## config.mk

```make
export PLATFORM = sky130hd
export DESIGN_NAME = jump_consistent_hash_bucket
export DESIGN_NICKNAME = d
export VERILOG_FILES = /design/src/sv/jch_pkg.sv /design/src/sv/jump_consistent_hash_bucket.sv
export SDC_FILE = /design/constraint.sdc
export NUM_CORES = 2
export LEC_CHECK = 0
export BUFFER_PORTS_ARGS = -buffer_cell sky130_fd_sc_hd__buf_2
export CAP_MARGIN = 10
export CORE_ASPECT_RATIO = 0.8
export CORE_UTILIZATION = 65
export DETAILED_ROUTE_END_ITERATION = 6
export GPL_TIMING_DRIVEN = 0
export PLACE_DENSITY = 0.92
export SKIP_LAST_GASP = 1
export SLEW_MARGIN = 20
export SYNTH_ARGS = -nofsm -noshare
export SYNTH_HDL_FRONTEND = slang
export SYNTH_SLANG_ARGS = --single-unit
```

## constraint.sdc

```tcl
create_clock -name clk -period 26.7 [get_ports clk]
set_clock_uncertainty 0.1 [all_clocks]
set_input_delay 8.01 -clock clk [delete_from_list [all_inputs] [get_ports clk]]
set_output_delay 8.01 -clock clk [all_outputs]
set_load 0.03 [all_outputs]
```

## src/sv/jch_pkg.sv

```systemverilog
`default_nettype none
package jch_pkg;

	// 64-bit LCG multiplier, split in halves for the 32x32 multiplier
	localparam logic [63:0] LCG_MULT    = 64'd2862933555777941757;
	localparam logic [31:0] LCG_MULT_LO = LCG_MULT[31:0];
	localparam logic [31:0] LCG_MULT_HI = LCG_MULT[63:32];

	localparam int unsigned NUM_SHIFT = 31;
	localparam int unsigned KEY_SHIFT = 33;
	localparam int unsigned DIV_STEPS = 64;

	typedef logic [2:0] state_t;

endpackage
`default_nettype wire

```

## src/sv/jump_consistent_hash_bucket.sv

```systemverilog
`default_nettype none
// Channel  Dir  Handshake            Payload
// in       in   in_valid/in_ready    key[63:0], bucket_count[31:0]
// out      out  out_valid/out_ready  bucket[31:0], no_bucket
//
// One item at a time; in_ready is high only while the sequencer is idle.
// Each round runs the LCG step on the shared 32x32 multiplier, then the
// bit-serial restoring divider, then compares against bucket_count.
// An item with zero buckets skips the rounds.
// The result sits in an output register, so a new item is taken while it waits.
// arst_n clears the sequencer and the output valid flag.
module jump_consistent_hash_bucket (
	input  wire logic        clk,
	input  wire logic        arst_n,
	input  wire logic        in_valid,
	output logic             in_ready,
	input  wire logic [63:0] key,
	input  wire logic [31:0] bucket_count,
	output logic             out_valid,
	input  wire logic        out_ready,
	output logic [31:0]      bucket,
	output logic             no_bucket
);

	localparam jch_pkg::state_t S_IDLE = 3'd0;
	localparam jch_pkg::state_t S_MUL0 = 3'd1;
	localparam jch_pkg::state_t S_MUL1 = 3'd2;
	localparam jch_pkg::state_t S_MUL2 = 3'd3;
	localparam jch_pkg::state_t S_DIV  = 3'd4;
	localparam jch_pkg::state_t S_CHK  = 3'd5;
	localparam jch_pkg::state_t S_FIN  = 3'd6;

	localparam logic [5:0] LAST_STEP = 6'(jch_pkg::DIV_STEPS - 1);

	jch_pkg::state_t state_q;
	logic [63:0] key_q;
	logic [31:0] count_q;
	logic [31:0] cand_q;
	logic        nob_q;
	logic [63:0] acc_q;
	logic [63:0] num_q;
	logic [31:0] rem_q;
	logic [31:0] div_q;
	logic [5:0]  cnt_q;
	logic        out_valid_q;
	logic [31:0] bucket_q;
	logic        no_bucket_q;

	logic [31:0] mul_a;
	logic [31:0] mul_b;
	logic [63:0] prod;
	logic [63:0] key_next;
	logic [32:0] cand_p1;
	logic [32:0] rem_sh;
	logic [32:0] rem_diff;
	logic        rem_ge;
	logic        continue_round;
	logic        out_free;

	// shared multiplier: low*low, low*high, high*low
	assign mul_a = (state_q == S_MUL2) ? key_q[63:32] : key_q[31:0];
	assign mul_b = (state_q == S_MUL1) ? jch_pkg::LCG_MULT_HI : jch_pkg::LCG_MULT_LO;
	assign prod  = {32'd0, mul_a} * {32'd0, mul_b};

	assign key_next = acc_q + {prod[31:0], 32'd0} + 64'd1;
	assign cand_p1  = {1'b0, cand_q} + 33'd1;

	assign rem_sh   = {rem_q, num_q[63]};
	assign rem_diff = rem_sh - {1'b0, div_q};
	assign rem_ge   = (rem_sh >= {1'b0, div_q});

	assign continue_round = (num_q[63:32] == 32'd0) && (num_q[31:0] < count_q);
	assign out_free       = !out_valid_q || out_ready;

	assign in_ready  = (state_q == S_IDLE);
	assign out_valid = out_valid_q;
	assign bucket    = bucket_q;
	assign no_bucket = no_bucket_q;

	always_ff @(posedge clk or negedge arst_n) begin
		if (!arst_n) begin
			state_q     <= S_IDLE;
			out_valid_q <= 1'b0;
		end else begin
			if (state_q == S_FIN && out_free)
				out_valid_q <= 1'b1;
			else if (out_ready)
				out_valid_q <= 1'b0;
			unique case (state_q)
				S_IDLE: begin
					if (in_valid) begin
						state_q <= (bucket_count == 32'd0) ? S_FIN : S_MUL0;
					end
				end
				S_MUL0: state_q <= S_MUL1;
				S_MUL1: state_q <= S_MUL2;
				S_MUL2: state_q <= S_DIV;
				S_DIV: begin
					if (cnt_q == LAST_STEP)
						state_q <= S_CHK;
				end
				S_CHK: state_q <= continue_round ? S_MUL0 : S_FIN;
				S_FIN: begin
					if (out_free)
						state_q <= S_IDLE;
				end
				default: state_q <= S_IDLE;
			endcase
		end
	end

	always_ff @(posedge clk) begin
		unique case (state_q)
			S_IDLE: begin
				key_q   <= key;
				count_q <= bucket_count;
				cand_q  <= (bucket_count == 32'd0) ? '1 : 32'd0;
				nob_q   <= (bucket_count == 32'd0);
			end
			S_MUL0: acc_q <= prod;
			S_MUL1: acc_q[63:32] <= acc_q[63:32] + prod[31:0];
			S_MUL2: begin
				key_q <= key_next;
				div_q <= {1'b0, key_next[63:jch_pkg::KEY_SHIFT]} + 32'd1;
				num_q <= {cand_p1, 31'd0};
				rem_q <= 32'd0;
				cnt_q <= 6'd0;
			end
			S_DIV: begin
				// shift in one numerator bit, subtract when it fits
				rem_q <= rem_ge ? rem_diff[31:0] : rem_sh[31:0];
				num_q <= {num_q[62:0], rem_ge};
				cnt_q <= cnt_q + 6'd1;
			end
			S_CHK: begin
				if (continue_round)
					cand_q <= num_q[31:0];
			end
			S_FIN: begin
				if (out_free) begin
					bucket_q    <= cand_q;
					no_bucket_q <= nob_q;
				end
			end
			default: ;
		endcase
	end

	a_accept_starts: assert property (@(posedge clk) disable iff (!arst_n)
		(in_valid && in_ready) |=> (state_q == S_FIN || state_q == S_MUL0))
		else $error("accepted item did not start the sequencer");

	a_div_range: assert property (@(posedge clk) disable iff (!arst_n)
		(state_q == S_DIV) |-> (div_q != 32'd0 && div_q <= 32'h8000_0000))
		else $error("divisor out of range");

	a_target_grows: assert property (@(posedge clk) disable iff (!arst_n)
		(state_q == S_CHK && continue_round) |-> (num_q[31:0] > cand_q))
		else $error("jump target did not increase");

	a_fin_delivers: assert property (@(posedge clk) disable iff (!arst_n)
		(state_q == S_FIN && out_free) |=> (out_valid && state_q == S_IDLE))
		else $error("finished item not placed in output register");

	a_nob_value: assert property (@(posedge clk) disable iff (!arst_n)
		(out_valid && no_bucket) |-> (bucket == 32'hFFFF_FFFF))
		else $error("no_bucket result must be all ones");

endmodule
`default_nettype wire

```

==> impl_metrics.tcl <==
set metrics [dict create \
    die_w_um 297 \
    fin_cells 5743 \
    gr-usage-all-layers_pct 42.3 \
    clkLatencyLatePin_ns 0.57 \
    yosysUniqueCellTypes 83 \
    dieArea_mm2 0.0706 \
    areaGrowthSynthToFinish_pct 7.53 \
    async_flop_share_pct 1.10 \
    place_area_mm2 0.0475 \
    avgViaCountPerCell 6.23 \
    slowest_delay_ns 0.84 \
    critPathKind "flop to flop" \
    nNetsFinal 5996 \
    drv_cap 0 \
    grt_pass1_vias 35355 \
    numCtsBuffers 34 \
    max_slew_margin_pct 19.0 \
    min_path_type "flop to flop" \
    yosys_warnings 0 \
    htreeDepth 2 \
    cts_max_path_buffers 3 \
    hold_ws_ns 0.323 \
    fmax_mhz 63.8 \
    slowest_stage "buf_1" \
    syn_area_per_cell_um2 9.94 \
    period_share_pct 58.7 \
    path_max_fanout 10 \
    synth-edff-count 360 \
    post_cts_buffers 0 \
    dp.cells 5677 \
    end_kind "flop" \
    clk_pin_slew_ns 0.07 \
    detail-route-antenna-nets 0 \
    dp_hpwl_mm 125 \
    cts.sinks 364 \
    drt_iter0_drc 5151 \
    antenna_found_initial 2 \
    seqCellArea_mm2 0.0109 \
    status "finished clean" \
    p_per_area_mw_per_mm2 76.4 \
    grt-ovfl-total 0 \
    port_buffers 134 \
    grt_max_degree 49 \
    critPathLaunchType "flop" \
    drt_wl_total_mm 148 \
    cts_tree "yes" \
    synthCells 4547 \
    setup_violations 0 \
    multi_input_area_mm2 0.0306 \
    cts-root-buf "clkbuf_16" \
    firstDrtPassIters 6 \
    finalHoldViolations 0 \
    leakage_uw 0.0231 \
    utilization_pct 70.6 \
    fp.dieH_um 238 \
    slew_violations 0 \
    vias 35784 \
    drive_gt1_share_pct 6.56 \
    tns_ns 0 \
    num-fill-cells 5071 \
    rsz0062_at_grt "false" \
    rows 86 \
    cts_hold_buf 0 \
    core_mm2 0.0689 \
    io_pins 135 \
    ys.flop_type "edfxtp_1" \
    crit_path_frequent_cell "fa_1" \
    synth_area_mm2 0.0452 \
    gp_congestion 1.08 \
    synth.yosys.seq_area_share_pct 24.1 \
    max_slew.worst_pin.slew_ns 1.20 \
    fin_area_mm2 0.0486 \
    initial_core_util_pct 65.7 \
    vdd_drop_max_mv 0.0913 \
    synth-seq-cells 364 \
    worstPathArrival_ns 15.93 \
    ctsResizeCount 0 \
    grt_first_pass_wirelength_mm 220 \
    fin_crit_ns 15.68 \
    required_ns 26.95 \
    wl_per_cell_um 25.7 \
    drcViolationCount 0 \
]
## cell usage after synthesis, types with 71 or more instances
master	count	area [µm²]
inv_1	947	3550
fa_1	626	12500
ha_1	481	6020
edfxtp_1	360	10800
nand2_1	347	1300
nor2_1	276	1040
a21oi_1	209	1050
o21ai_0	187	936
xnor2_1	136	1190
clkbuf_1	109	409
a21o_1	94	706
xor2_1	90	788
nand3_1	82	410
nand4_1	71	444
## cell type report
cell class                      count  area share, %
Antenna cell                        4         0.0206
Buffer                            122          0.980
Clock buffer                       39           1.79
Clock inverter                     23          0.394
Inverter                          949           7.33
Multi-Input combinational cell   3173           63.0
Sequential cell                   364           22.4
Tap cell                          924           2.38
Timing Repair Buffer              145           1.72
## cells by family after synthesis
logic type | after synthesis | synth area share, %
compound gates | 709 | 9.79
xor+xnor | 227 | 4.43
fa+ha+maj | 1107 | 41.0
buf+inv | 1071 | 8.92
flops | 364 | 24.1
mux | 34 | 0.758
other cells | 2 | 0.0166
simple gates | 1033 | 10.9
## worst paths after layout
kind                       slack [ns]        from          to  depth (start not counted)
hold reg to reg                  0.32       nob_q   no_bucket                          0
hold / removal                   0.32       nob_q   no_bucket                          0
setup reg to reg                11.02  state_q[0]   div_q[31]                         40
min in group asynchronous        7.14      arst_n  state_q[2]                          1
max in group asynchronous       19.20      arst_n  state_q[0]                          1
setup / recovery                11.02  state_q[0]   div_q[31]                         40
## through the flow
stage	setup slack, ns	total power (µW)
after global routing	10.68	3880
after CTS	11.42	3580
after detailed placement	11.42	3100
final	11.02	3710
after floorplan	15.14	2360
after global placement	11.34	3050
## registers in the layout (all words and copies together), names as in the netlist
name / count
num_q: 64
acc_q: 64
no_bucket: 1
nob_q: 1
key_q: 64
rem_q: 32
count_q: 32
bucket: 32
cand_q: 32
cnt_q: 6
state_q: 3
div_q: 32
out_valid: 1
## metal layers
layer	global-route usage (%)	part of all wire (%)
met1	61.7	40
met2	56.4	39
met3	19.2	18
met4	11.9	3.2
met5	0	0
## critical path: cells and delay by family, from the launching register on
kind,cells,cell delay [ns]
AOI/OAI and AO/OA,9,2.91
buffers and inverters,11,3.49
DFF,1,0.33
adders and majority gates,10,4.56
and+or+nand+nor,8,2.67
muxes,1,0.84
xor gates and xnor gates,1,0.53
## report_power, final
part	leakage, µW	internal [µW]	switching [µW]
sequential	0.00350	810	67.2
combinational	0.0191	781	1570
clock	0.000507	249	237
total	0.0231	1840	1870
## placed cells by master, fill, tap and decap left out, drive strengths merged, types with 20 or more instances in the layout
master / count
and3: 30
xor2: 90
inv: 948
nand4: 73
a21o: 94
nand3: 83
edfxtp: 360
clkbuf: 149
o21bai: 27
and2: 43
or2: 20
a31o: 37
o21ai: 189
nor2: 277
nand2: 348
xnor2: 136
fa: 626
mux2i: 32
conb: 63
nor3: 48
a21oi: 209
ha: 481
clkinv: 20
nor4: 39
o21a: 23
buf: 157
(Power assumes the default switching activity.)
